[config.mk]
export PLATFORM = sky130hd
export DESIGN_NAME = md5_hash_engine_core
export DESIGN_NICKNAME = d
export VERILOG_FILES = /design/src/rtl/md5_pkg.sv /design/src/rtl/md5_hash_engine_core.sv /design/src/rtl/md5_ram.sv /design/src/rtl/md5_round.sv
export SDC_FILE = /design/constraint.sdc
export NUM_CORES = 2
export LEC_CHECK = 0
export ABC_AREA = 1
export BUFFER_PORTS_ARGS = -buffer_cell sky130_fd_sc_hd__buf_2
export CORE_AREA = 4 4 337 339
export CTS_CLUSTER_SIZE = 24
export DETAILED_ROUTE_END_ITERATION = 10
export DIE_AREA = 0 0 341 343
export PLACE_DENSITY = 0.72
export SETUP_SLACK_MARGIN = 0.3
export SKIP_LAST_GASP = 1
export SYNTH_ARGS = -nofsm -noshare
export SYNTH_HDL_FRONTEND = slang
export SYNTH_SLANG_ARGS = --single-unit
export TNS_END_PERCENT = 1
[constraint.sdc]
create_clock -name clk -period 5.4 [get_ports clk]
set_input_delay 0.54 -clock clk [delete_from_list [all_inputs] [get_ports clk]]
set_output_delay 0.54 -clock clk [all_outputs]
set_load 0.005 [all_outputs]
[src/rtl/md5_pkg.sv]
// shared types, constants and round tables for the md5 hash engine
`timescale 1ns / 1ps

package md5_pkg;

  localparam int WordW  = 32;
  localparam int Words  = 16;
  localparam int WordAw = 4;
  localparam int CountW = 61;

  localparam logic [1:0] ReqAppend       = 2'd0;
  localparam logic [1:0] ReqAppendFinish = 2'd1;
  localparam logic [1:0] ReqFinish       = 2'd2;

  localparam logic [7:0] PadByte = 8'h80;

  typedef struct packed {
    logic [WordW-1:0] a;
    logic [WordW-1:0] b;
    logic [WordW-1:0] c;
    logic [WordW-1:0] d;
  } md5_abcd_t;

  localparam md5_abcd_t Md5Iv = '{
    a: 32'h67452301,
    b: 32'hefcdab89,
    c: 32'h98badcfe,
    d: 32'h10325476
  };

  function automatic logic [WordW-1:0] md5_round_const(input logic [5:0] i);
    logic [WordW-1:0] k;
    case (i)
      6'd0:  k = 32'hd76aa478;  6'd1:  k = 32'he8c7b756;
      6'd2:  k = 32'h242070db;  6'd3:  k = 32'hc1bdceee;
      6'd4:  k = 32'hf57c0faf;  6'd5:  k = 32'h4787c62a;
      6'd6:  k = 32'ha8304613;  6'd7:  k = 32'hfd469501;
      6'd8:  k = 32'h698098d8;  6'd9:  k = 32'h8b44f7af;
      6'd10: k = 32'hffff5bb1;  6'd11: k = 32'h895cd7be;
      6'd12: k = 32'h6b901122;  6'd13: k = 32'hfd987193;
      6'd14: k = 32'ha679438e;  6'd15: k = 32'h49b40821;
      6'd16: k = 32'hf61e2562;  6'd17: k = 32'hc040b340;
      6'd18: k = 32'h265e5a51;  6'd19: k = 32'he9b6c7aa;
      6'd20: k = 32'hd62f105d;  6'd21: k = 32'h02441453;
      6'd22: k = 32'hd8a1e681;  6'd23: k = 32'he7d3fbc8;
      6'd24: k = 32'h21e1cde6;  6'd25: k = 32'hc33707d6;
      6'd26: k = 32'hf4d50d87;  6'd27: k = 32'h455a14ed;
      6'd28: k = 32'ha9e3e905;  6'd29: k = 32'hfcefa3f8;
      6'd30: k = 32'h676f02d9;  6'd31: k = 32'h8d2a4c8a;
      6'd32: k = 32'hfffa3942;  6'd33: k = 32'h8771f681;
      6'd34: k = 32'h6d9d6122;  6'd35: k = 32'hfde5380c;
      6'd36: k = 32'ha4beea44;  6'd37: k = 32'h4bdecfa9;
      6'd38: k = 32'hf6bb4b60;  6'd39: k = 32'hbebfbc70;
      6'd40: k = 32'h289b7ec6;  6'd41: k = 32'heaa127fa;
      6'd42: k = 32'hd4ef3085;  6'd43: k = 32'h04881d05;
      6'd44: k = 32'hd9d4d039;  6'd45: k = 32'he6db99e5;
      6'd46: k = 32'h1fa27cf8;  6'd47: k = 32'hc4ac5665;
      6'd48: k = 32'hf4292244;  6'd49: k = 32'h432aff97;
      6'd50: k = 32'hab9423a7;  6'd51: k = 32'hfc93a039;
      6'd52: k = 32'h655b59c3;  6'd53: k = 32'h8f0ccc92;
      6'd54: k = 32'hffeff47d;  6'd55: k = 32'h85845dd1;
      6'd56: k = 32'h6fa87e4f;  6'd57: k = 32'hfe2ce6e0;
      6'd58: k = 32'ha3014314;  6'd59: k = 32'h4e0811a1;
      6'd60: k = 32'hf7537e82;  6'd61: k = 32'hbd3af235;
      6'd62: k = 32'h2ad7d2bb;  default: k = 32'heb86d391;
    endcase
    return k;
  endfunction

  function automatic logic [4:0] md5_rot_amt(input logic [5:0] i);
    logic [4:0] s;
    case ({i[5:4], i[1:0]})
      4'd0:  s = 5'd7;   4'd1:  s = 5'd12;  4'd2:  s = 5'd17;  4'd3:  s = 5'd22;
      4'd4:  s = 5'd5;   4'd5:  s = 5'd9;   4'd6:  s = 5'd14;  4'd7:  s = 5'd20;
      4'd8:  s = 5'd4;   4'd9:  s = 5'd11;  4'd10: s = 5'd16;  4'd11: s = 5'd23;
      4'd12: s = 5'd6;   4'd13: s = 5'd10;  4'd14: s = 5'd15;  default: s = 5'd21;
    endcase
    return s;
  endfunction

  // message word index used by round i
  function automatic logic [WordAw-1:0] md5_msg_idx(input logic [5:0] i);
    logic [WordAw-1:0] lo;
    logic [WordAw-1:0] g;
    lo = i[3:0];
    case (i[5:4])
      2'd0:    g = lo;
      2'd1:    g = (lo * 4'd5) + 4'd1;
      2'd2:    g = (lo * 4'd3) + 4'd5;
      default: g = lo * 4'd7;
    endcase
    return g;
  endfunction

endpackage

[src/rtl/md5_hash_engine_core.sv]
// md5 hash engine top level: byte intake, padding sequencer and round loop
//
//   channel  | dir | tdata                          | tuser
//   in_      | in  | [7:0] data_byte                | [1:0] req_type
//   out_     | out | [63:0] digest_low, [127:64] hi | -
//
// an append byte that does not close a block leaves the engine idle; a full
// block is loaded, run for 64 rounds through the one round unit, then folded
// a finish writes the pad words, runs one or two transforms
// and then loads the output register; rate is set by the round loop
// and the single write port of the message word ram
// synchronous active-low reset restores the initial vector and a zero count
// a waiting result does not block byte intake; a second finish waits for it
`timescale 1ns / 1ps

module md5_hash_engine_core (
  input  logic         clk,
  input  logic         rst_n,
  input  logic         in_tvalid,
  output logic         in_tready,
  input  logic [7:0]   in_tdata,   // [7:0] data_byte
  input  logic [1:0]   in_tuser,   // [1:0] req_type
  output logic         out_tvalid,
  input  logic         out_tready,
  output logic [127:0] out_tdata   // [63:0] digest_low, [127:64] digest_high
);

  typedef enum logic [6:0] {
    ST_IDLE  = 7'b0000001,
    ST_PREP  = 7'b0000010,
    ST_ROUND = 7'b0000100,
    ST_FOLD  = 7'b0001000,
    ST_PAD1  = 7'b0010000,
    ST_PADZ  = 7'b0100000,
    ST_EMIT  = 7'b1000000
  } state_t;

  state_t                  state_r, state_nxt;
  md5_pkg::md5_abcd_t      chain_r, chain_nxt;
  md5_pkg::md5_abcd_t      abcd_r, abcd_nxt;
  md5_pkg::md5_abcd_t      round_out;
  logic [60:0]             byte_total_r, byte_total_nxt;
  logic [31:0]             acc_r, acc_nxt;
  logic [5:0]              rnd_r, rnd_nxt;
  logic [3:0]              wi_r, wi_nxt;
  logic                    fin_r, fin_nxt;
  logic                    padded_r, padded_nxt;
  logic                    long_r, long_nxt;
  logic                    out_tvalid_r, out_tvalid_nxt;
  logic [127:0]            out_tdata_r, out_tdata_nxt;

  logic                    in_fire;
  logic                    emit_go;
  logic [5:0]              pos;
  logic [63:0]             bit_count;
  logic [31:0]             partial_word;
  logic                    ram_we;
  logic [3:0]              ram_waddr;
  logic [31:0]             ram_wdata;
  logic [3:0]              ram_raddr;
  logic [31:0]             ram_rdata;

  assign in_tready  = (state_r == ST_IDLE);
  assign in_fire    = in_tvalid && in_tready;
  assign emit_go    = !out_tvalid_r || out_tready;
  assign out_tvalid = out_tvalid_r;
  assign out_tdata  = out_tdata_r;
  assign pos        = byte_total_r[5:0];
  assign bit_count  = {byte_total_r, 3'b000};

  md5_ram #(
    .WIDTH (32),
    .DEPTH (16)
  ) u_words (
    .clk   (clk),
    .we    (ram_we),
    .waddr (ram_waddr),
    .wdata (ram_wdata),
    .raddr (ram_raddr),
    .rdata (ram_rdata)
  );

  md5_round u_round (
    .cur (abcd_r),
    .w   (ram_rdata),
    .rnd (rnd_r),
    .nxt (round_out)
  );

  // current partial word closed with the pad byte
  always_comb begin
    case (pos[1:0])
      2'd0:    partial_word = {24'h0, md5_pkg::PadByte};
      2'd1:    partial_word = {16'h0, md5_pkg::PadByte, acc_r[31:24]};
      2'd2:    partial_word = {8'h0, md5_pkg::PadByte, acc_r[31:16]};
      default: partial_word = {md5_pkg::PadByte, acc_r[31:8]};
    endcase
  end

  always_comb begin
    state_nxt      = state_r;
    chain_nxt      = chain_r;
    abcd_nxt       = abcd_r;
    byte_total_nxt = byte_total_r;
    acc_nxt        = acc_r;
    rnd_nxt        = rnd_r;
    wi_nxt         = wi_r;
    fin_nxt        = fin_r;
    padded_nxt     = padded_r;
    long_nxt       = long_r;
    out_tvalid_nxt = out_tvalid_r && !out_tready;
    out_tdata_nxt  = out_tdata_r;
    ram_we         = 1'b0;
    ram_waddr      = wi_r;
    ram_wdata      = '0;
    ram_raddr      = md5_pkg::md5_msg_idx(rnd_r + 6'd1);

    unique case (state_r)
      ST_IDLE: begin
        if (in_fire) begin
          unique case (in_tuser) inside
            md5_pkg::ReqAppend, md5_pkg::ReqAppendFinish: begin
              acc_nxt        = {in_tdata, acc_r[31:8]};
              byte_total_nxt = byte_total_r + 61'd1;
              fin_nxt        = (in_tuser == md5_pkg::ReqAppendFinish);
              if (pos[1:0] == 2'd3) begin
                ram_we    = 1'b1;
                ram_waddr = pos[5:2];
                ram_wdata = {in_tdata, acc_r[31:8]};
              end
              if (pos == 6'd63) begin
                state_nxt = ST_PREP;
              end else if (in_tuser == md5_pkg::ReqAppendFinish) begin
                state_nxt = ST_PAD1;
              end
            end
            md5_pkg::ReqFinish: begin
              fin_nxt   = 1'b1;
              state_nxt = ST_PAD1;
            end
            default: begin
            end
          endcase
        end
      end
      ST_PREP: begin
        ram_raddr = md5_pkg::md5_msg_idx(6'd0);
        abcd_nxt  = chain_r;
        rnd_nxt   = 6'd0;
        state_nxt = ST_ROUND;
      end
      ST_ROUND: begin
        abcd_nxt = round_out;
        rnd_nxt  = rnd_r + 6'd1;
        if (rnd_r == 6'd63) begin
          state_nxt = ST_FOLD;
        end
      end
      ST_FOLD: begin
        chain_nxt.a = chain_r.a + abcd_r.a;
        chain_nxt.b = chain_r.b + abcd_r.b;
        chain_nxt.c = chain_r.c + abcd_r.c;
        chain_nxt.d = chain_r.d + abcd_r.d;
        if (!fin_r) begin
          state_nxt = ST_IDLE;
        end else if (!padded_r) begin
          state_nxt = ST_PAD1;
        end else if (long_r) begin
          long_nxt  = 1'b0;
          wi_nxt    = 4'd0;
          state_nxt = ST_PADZ;
        end else begin
          state_nxt = ST_EMIT;
        end
      end
      ST_PAD1: begin
        padded_nxt = 1'b1;
        long_nxt   = (pos[5:3] == 3'b111);
        ram_we     = 1'b1;
        ram_waddr  = pos[5:2];
        ram_wdata  = partial_word;
        wi_nxt     = pos[5:2] + 4'd1;
        if (pos[5:2] == 4'd15) begin
          state_nxt = ST_PREP;
        end else begin
          state_nxt = ST_PADZ;
        end
      end
      ST_PADZ: begin
        ram_we = 1'b1;
        if (!long_r && wi_r == 4'd14) begin
          ram_wdata = bit_count[31:0];
        end else if (!long_r && wi_r == 4'd15) begin
          ram_wdata = bit_count[63:32];
        end
        wi_nxt = wi_r + 4'd1;
        if (wi_r == 4'd15) begin
          state_nxt = ST_PREP;
        end
      end
      ST_EMIT: begin
        if (emit_go) begin
          out_tvalid_nxt = 1'b1;
          out_tdata_nxt  = {chain_r.d, chain_r.c, chain_r.b, chain_r.a};
          chain_nxt      = md5_pkg::Md5Iv;
          byte_total_nxt = '0;
          fin_nxt        = 1'b0;
          padded_nxt     = 1'b0;
          long_nxt       = 1'b0;
          state_nxt      = ST_IDLE;
        end
      end
      default: begin
        state_nxt = ST_IDLE;
      end
    endcase
  end

  always_ff @(posedge clk) begin
    if (!rst_n) begin
      state_r      <= ST_IDLE;
      chain_r      <= md5_pkg::Md5Iv;
      byte_total_r <= '0;
      fin_r        <= 1'b0;
      padded_r     <= 1'b0;
      long_r       <= 1'b0;
      out_tvalid_r <= 1'b0;
    end else begin
      state_r      <= state_nxt;
      chain_r      <= chain_nxt;
      byte_total_r <= byte_total_nxt;
      fin_r        <= fin_nxt;
      padded_r     <= padded_nxt;
      long_r       <= long_nxt;
      out_tvalid_r <= out_tvalid_nxt;
    end
  end

  always_ff @(posedge clk) begin
    abcd_r      <= abcd_nxt;
    acc_r       <= acc_nxt;
    rnd_r       <= rnd_nxt;
    wi_r        <= wi_nxt;
    out_tdata_r <= out_tdata_nxt;
  end

  a_round_to_fold: assert property (@(posedge clk) disable iff (!rst_n)
    (state_r == ST_ROUND && rnd_r == 6'd63) |=> (state_r == ST_FOLD))
    else $error("round loop did not end in fold");

  a_emit_restart: assert property (@(posedge clk) disable iff (!rst_n)
    (state_r == ST_EMIT && emit_go) |=>
      (byte_total_r == '0 && chain_r == md5_pkg::Md5Iv && out_tvalid_r))
    else $error("finish did not restore initial vector");

  a_byte_count: assert property (@(posedge clk) disable iff (!rst_n)
    (in_fire && in_tuser == md5_pkg::ReqAppend) |=>
      (byte_total_r == $past(byte_total_r) + 61'd1))
    else $error("byte count not advanced");

  a_no_early_result: assert property (@(posedge clk) disable iff (!rst_n)
    (!out_tvalid_r && state_r != ST_EMIT) |=> !out_tvalid_r)
    else $error("result raised outside emit");

endmodule

[src/rtl/md5_ram.sv]
// generic single write port ram with registered read
`timescale 1ns / 1ps

module md5_ram #(
  parameter int WIDTH = 32,
  parameter int DEPTH = 16
) (
  input  logic                     clk,
  input  logic                     we,
  input  logic [$clog2(DEPTH)-1:0] waddr,
  input  logic [WIDTH-1:0]         wdata,
  input  logic [$clog2(DEPTH)-1:0] raddr,
  output logic [WIDTH-1:0]         rdata
);

  logic [WIDTH-1:0] mem_r [DEPTH];

  always_ff @(posedge clk) begin
    if (we) begin
      mem_r[waddr] <= wdata;
    end
    rdata <= mem_r[raddr];
  end

endmodule

[src/rtl/md5_round.sv]
// one md5 round step, shared by all 64 rounds
`timescale 1ns / 1ps

module md5_round (
  input  md5_pkg::md5_abcd_t cur,
  input  logic [31:0]        w,
  input  logic [5:0]         rnd,
  output md5_pkg::md5_abcd_t nxt
);

  logic [31:0] f;
  logic [31:0] sum;
  logic [4:0]  s;
  logic [63:0] dbl;

  always_comb begin
    case (rnd[5:4])
      2'd0:    f = (cur.b & cur.c) | (~cur.b & cur.d);
      2'd1:    f = (cur.b & cur.d) | (cur.c & ~cur.d);
      2'd2:    f = cur.b ^ cur.c ^ cur.d;
      default: f = cur.c ^ (cur.b | ~cur.d);
    endcase
  end

  assign sum = cur.a + f + md5_pkg::md5_round_const(rnd) + w;
  assign s   = md5_pkg::md5_rot_amt(rnd);
  assign dbl = {sum, sum} << s;

  always_comb begin
    nxt.a = cur.d;
    nxt.d = cur.c;
    nxt.c = cur.b;
    nxt.b = cur.b + dbl[63:32];
  end

endmodule
==> impl_results.md <==
- Mapped Cells: slightly above 7000
- Share of post-route cells with drive strength above 1: 0.180
- Clock share of power: 0.160
- Worst Path Required: approximately 5.8 ns
- Core area: between 100000 and 150000 um2
- Relative slew slack: 0.143
- Filler Cell Count: approximately 9000
- Layout Nets: ~8200
- Slew @ Worst Pin: ~1.3 ns
- Total I/O pin count: 144
- DIE WIDTH: approximately 340 um
- Peak Freq: approximately 0.16 GHz
- FP Rows: approximately 120
- CTS tree: yes
- CTS buffer count: ~110
- Register bit count reported by yosys: about 1100
- TritonCTS Sinks: 1071
- Clock skew: approximately 0.063 ns
- TNS Setup: -19.43 ns
- # DRC: 0
- Vias: around 56000
- FF+latch area: 29500 um2
- DR vias/cell: between 5 and 6
- Slowest CP cell: fa_1
- Critical path's most frequent cell: nand2_1
- Async S/R FF share, synth: 0
- Mapped Area: between 60000 and 70000 um2
- Register area share after synthesis: 0.486
- Area delta synth->final: 21.2%
- Worst Setup End Kind: register
- Psw: 22800 uW
- Hold WC Path Type: in -> reg
- Largest net degree at the start of global routing: ~200
- Final WS setup: -0.902 ns
- Arr. time, crit path: roughly 6.7 ns
- Vias in the first global route: between 50000 and 60000
- Non-filler instance count after layout: 9458
- Synth Flop Type: edfxtp_1
- Cells after DPL: 9209
- Final setup violation count: 30
- Initial antenna violation count: 8
- Final HPWL DP: about 160000 um
- Final Hold Viols: 0
- Startpoint types: register
- Clk_lat worst skew: between 0.7 and 0.8 ns
- Synthesis Warnings: 0
- Final ANT Viol Nets: 0
- First-pass GRT wire length: about 320000 um
- Synth Net Count: roughly 7500
- Die ar.: ~120000 um2
- Routability congestion estimate: between 1 and 1.5
- Multi-input gate area: 28000 um2
- Final Cycle Share: 1.17
- Initial core utilization: 0.549
- Die height: between 300 and 400 um
- Maximum fanout along the worst path: 8
- Mean Syn Cell Area: roughly 8.4 um2
- Failing checks: negative setup slack
- Power Density: 685 nW/um2
- Buffers on Ports: between 100 and 150
- Min cycle time layout: around 6.3 ns
- Slew Limit Fails: 0
- Total congestion overflow after global routing: 0
- Sequential share of power: 0.198
- Overall Power: 50300 uW
- Status: finished, violations left
- Crit Path Class: reg -> reg
- 1st-iter DRT viols: between 6000 and 7000
- First-pass DRT Iterations: 7
- Worst-case clock buffer depth: 3
- RSZ-0062 raised after global routing: true
- Max-cap violation count: 0
- Worst VDD drop: between 0.7 and 0.8 mV
- Unique masters post-synth: between 70 and 80
- Internal: ~27000 uW
- Total Wirelength: 216000 um
- Post-synth EDFFs: roughly 800
- Clk slew on worst S/H paths: roughly 0.06 ns
- Final Core Density: 0.666
- Hold Slack: about 0.062 ns
- Gr usage total: 0.358
- H-tree Lvls: 3
- WL per Instance: roughly 23 um
- Leak: roughly 0.031 uW
- Worst path max stage delay: 0.53 ns
- Switching Share: 0.454
- Comb pwr share: 0.641
- CTS Root Cell: clkbuf_16
-- worst max-delay path: cells and delay by family (launching register included) --
family / cells / cell delay [ns]
xor+xnor: 1 / 0.13
buf+inv: 9 / 1.17
flops: 1 / 0.43
simple gates: 15 / 1.77
compound gates: 10 / 1.26
fa+ha+maj: 3 / 1.18
-- routing by layer --
layer  vias up  part of all wire  global-route usage
met5         -                 0                   0
met4         0             0.066               0.200
met3       579             0.093              0.0617
met2      2890              0.46               0.581
met1     26352              0.38               0.459
li1      26005                 -                   -
-- state kept, by name, summed over array words and instances (netlist names), named ones only --
signal	cells
out_tvalid	1
out_tdata	128
u_round.s	5
rnd_r	6
acc_r	24
padded_r	1
wi_r	4
u_words.rdata	32
chain_r	128
abcd_r	128
byte_total_r	61
state_r	7
long_r	1
u_words.mem_r	512
fin_r	1
-- final cells by class --
| type | count | share of cell area |
|---|---|---|
| flip-flops and latches | 1071 | 0.401 |
| multi-input cells | 4838 | 0.382 |
| repair buffers | 864 | 0.0883 |
| inverters | 991 | 0.0508 |
| clock buffers | 138 | 0.0404 |
| well taps | 1488 | 0.0253 |
| clock inverters | 64 | 0.0120 |
| diodes | 4 | 0.000136 |
-- synthesized netlist by cell type, types with 62 or more instances --
| library cell | number | share of area |
|---|---|---|
| a21oi_1 | 533 | 0.044 |
| clkbuf_1 | 205 | 0.013 |
| dfxtp_1 | 269 | 0.089 |
| edfxtp_1 | 802 | 0.40 |
| fa_1 | 67 | 0.022 |
| ha_1 | 217 | 0.045 |
| inv_1 | 974 | 0.060 |
| nand2_1 | 1563 | 0.097 |
| nand3_1 | 499 | 0.041 |
| nor2_1 | 358 | 0.022 |
| nor3_1 | 99 | 0.0082 |
| o211ai_1 | 81 | 0.010 |
| o21ai_0 | 831 | 0.069 |
| o221ai_1 | 87 | 0.013 |
| xor2_1 | 62 | 0.0090 |
-- power by group through the flow --
stage          Clock [uW]  Sequential [uW]  Combinational (uW)
2_1_floorplan           0             9860               15200
6_report             8060             9980               32300
4_1_cts              8100             9970               30000
5_1_grt              8450            10000               34700
3_5_place_dp            0            10100               27000
3_3_place_gp            0            10100               26900
-- cells in the final DEF (no fill, tap or decap), types with 75 or more instances in the layout --
cell type	instances
a21oi_1	508
buf_2	143
buf_4	684
clkbuf_16	113
dfxtp_1	269
edfxtp_1	802
ha_1	181
inv_1	955
nand2_1	1499
nand3_1	427
nand3_2	75
nor2_1	317
nor3_1	95
o211ai_1	81
o21ai_0	797
o221ai_1	86
-- path summary, 6_finish.rpt --
| kind | slack (ns) | startpoint | cells past startpoint | endpoint |
|---|---|---|---|---|
| setup / recovery | -0.90 | rnd_r[4] | 38 | abcd_r[94] |
| setup reg to reg | -0.90 | rnd_r[4] | 38 | abcd_r[94] |
| hold / removal | 0.06 | in_tdata[7] | 1 | acc_r[31] |
| hold reg to reg | 0.45 | acc_r[22] | 0 | acc_r[14] |
-- cell families after synthesis --
logic type,count (synthesis),share of synthesized area
xor gates and xnor gates,88,0.0128
DFF,1071,0.486
AOI/OAI and AO/OA,1804,0.168
muxes,4,0.000661
and+or+nand+nor,2658,0.185
buffers and inverters,1273,0.0799
adders and majority gates,284,0.0669
-- stage by stage --
step	setup slack [ns]	cell area (um2)
2_1_floorplan	-0.212	60700
3_3_place_gp	-1.13	67700
3_5_place_dp	-1.23	67700
4_1_cts	-0.690	72800
5_1_grt	-1.21	73400
6_report	-0.902	73400
-- repair_timing --
item,CTS,global route
cloned,0,3
setup endpoints to repair,31,32
buffers inserted,21,13
hold buffers,6,0
resized for setup,232,99
pin swaps,77,46
endpoints found under the hold margin,6,0
Power figures use the tool's default switching activity.
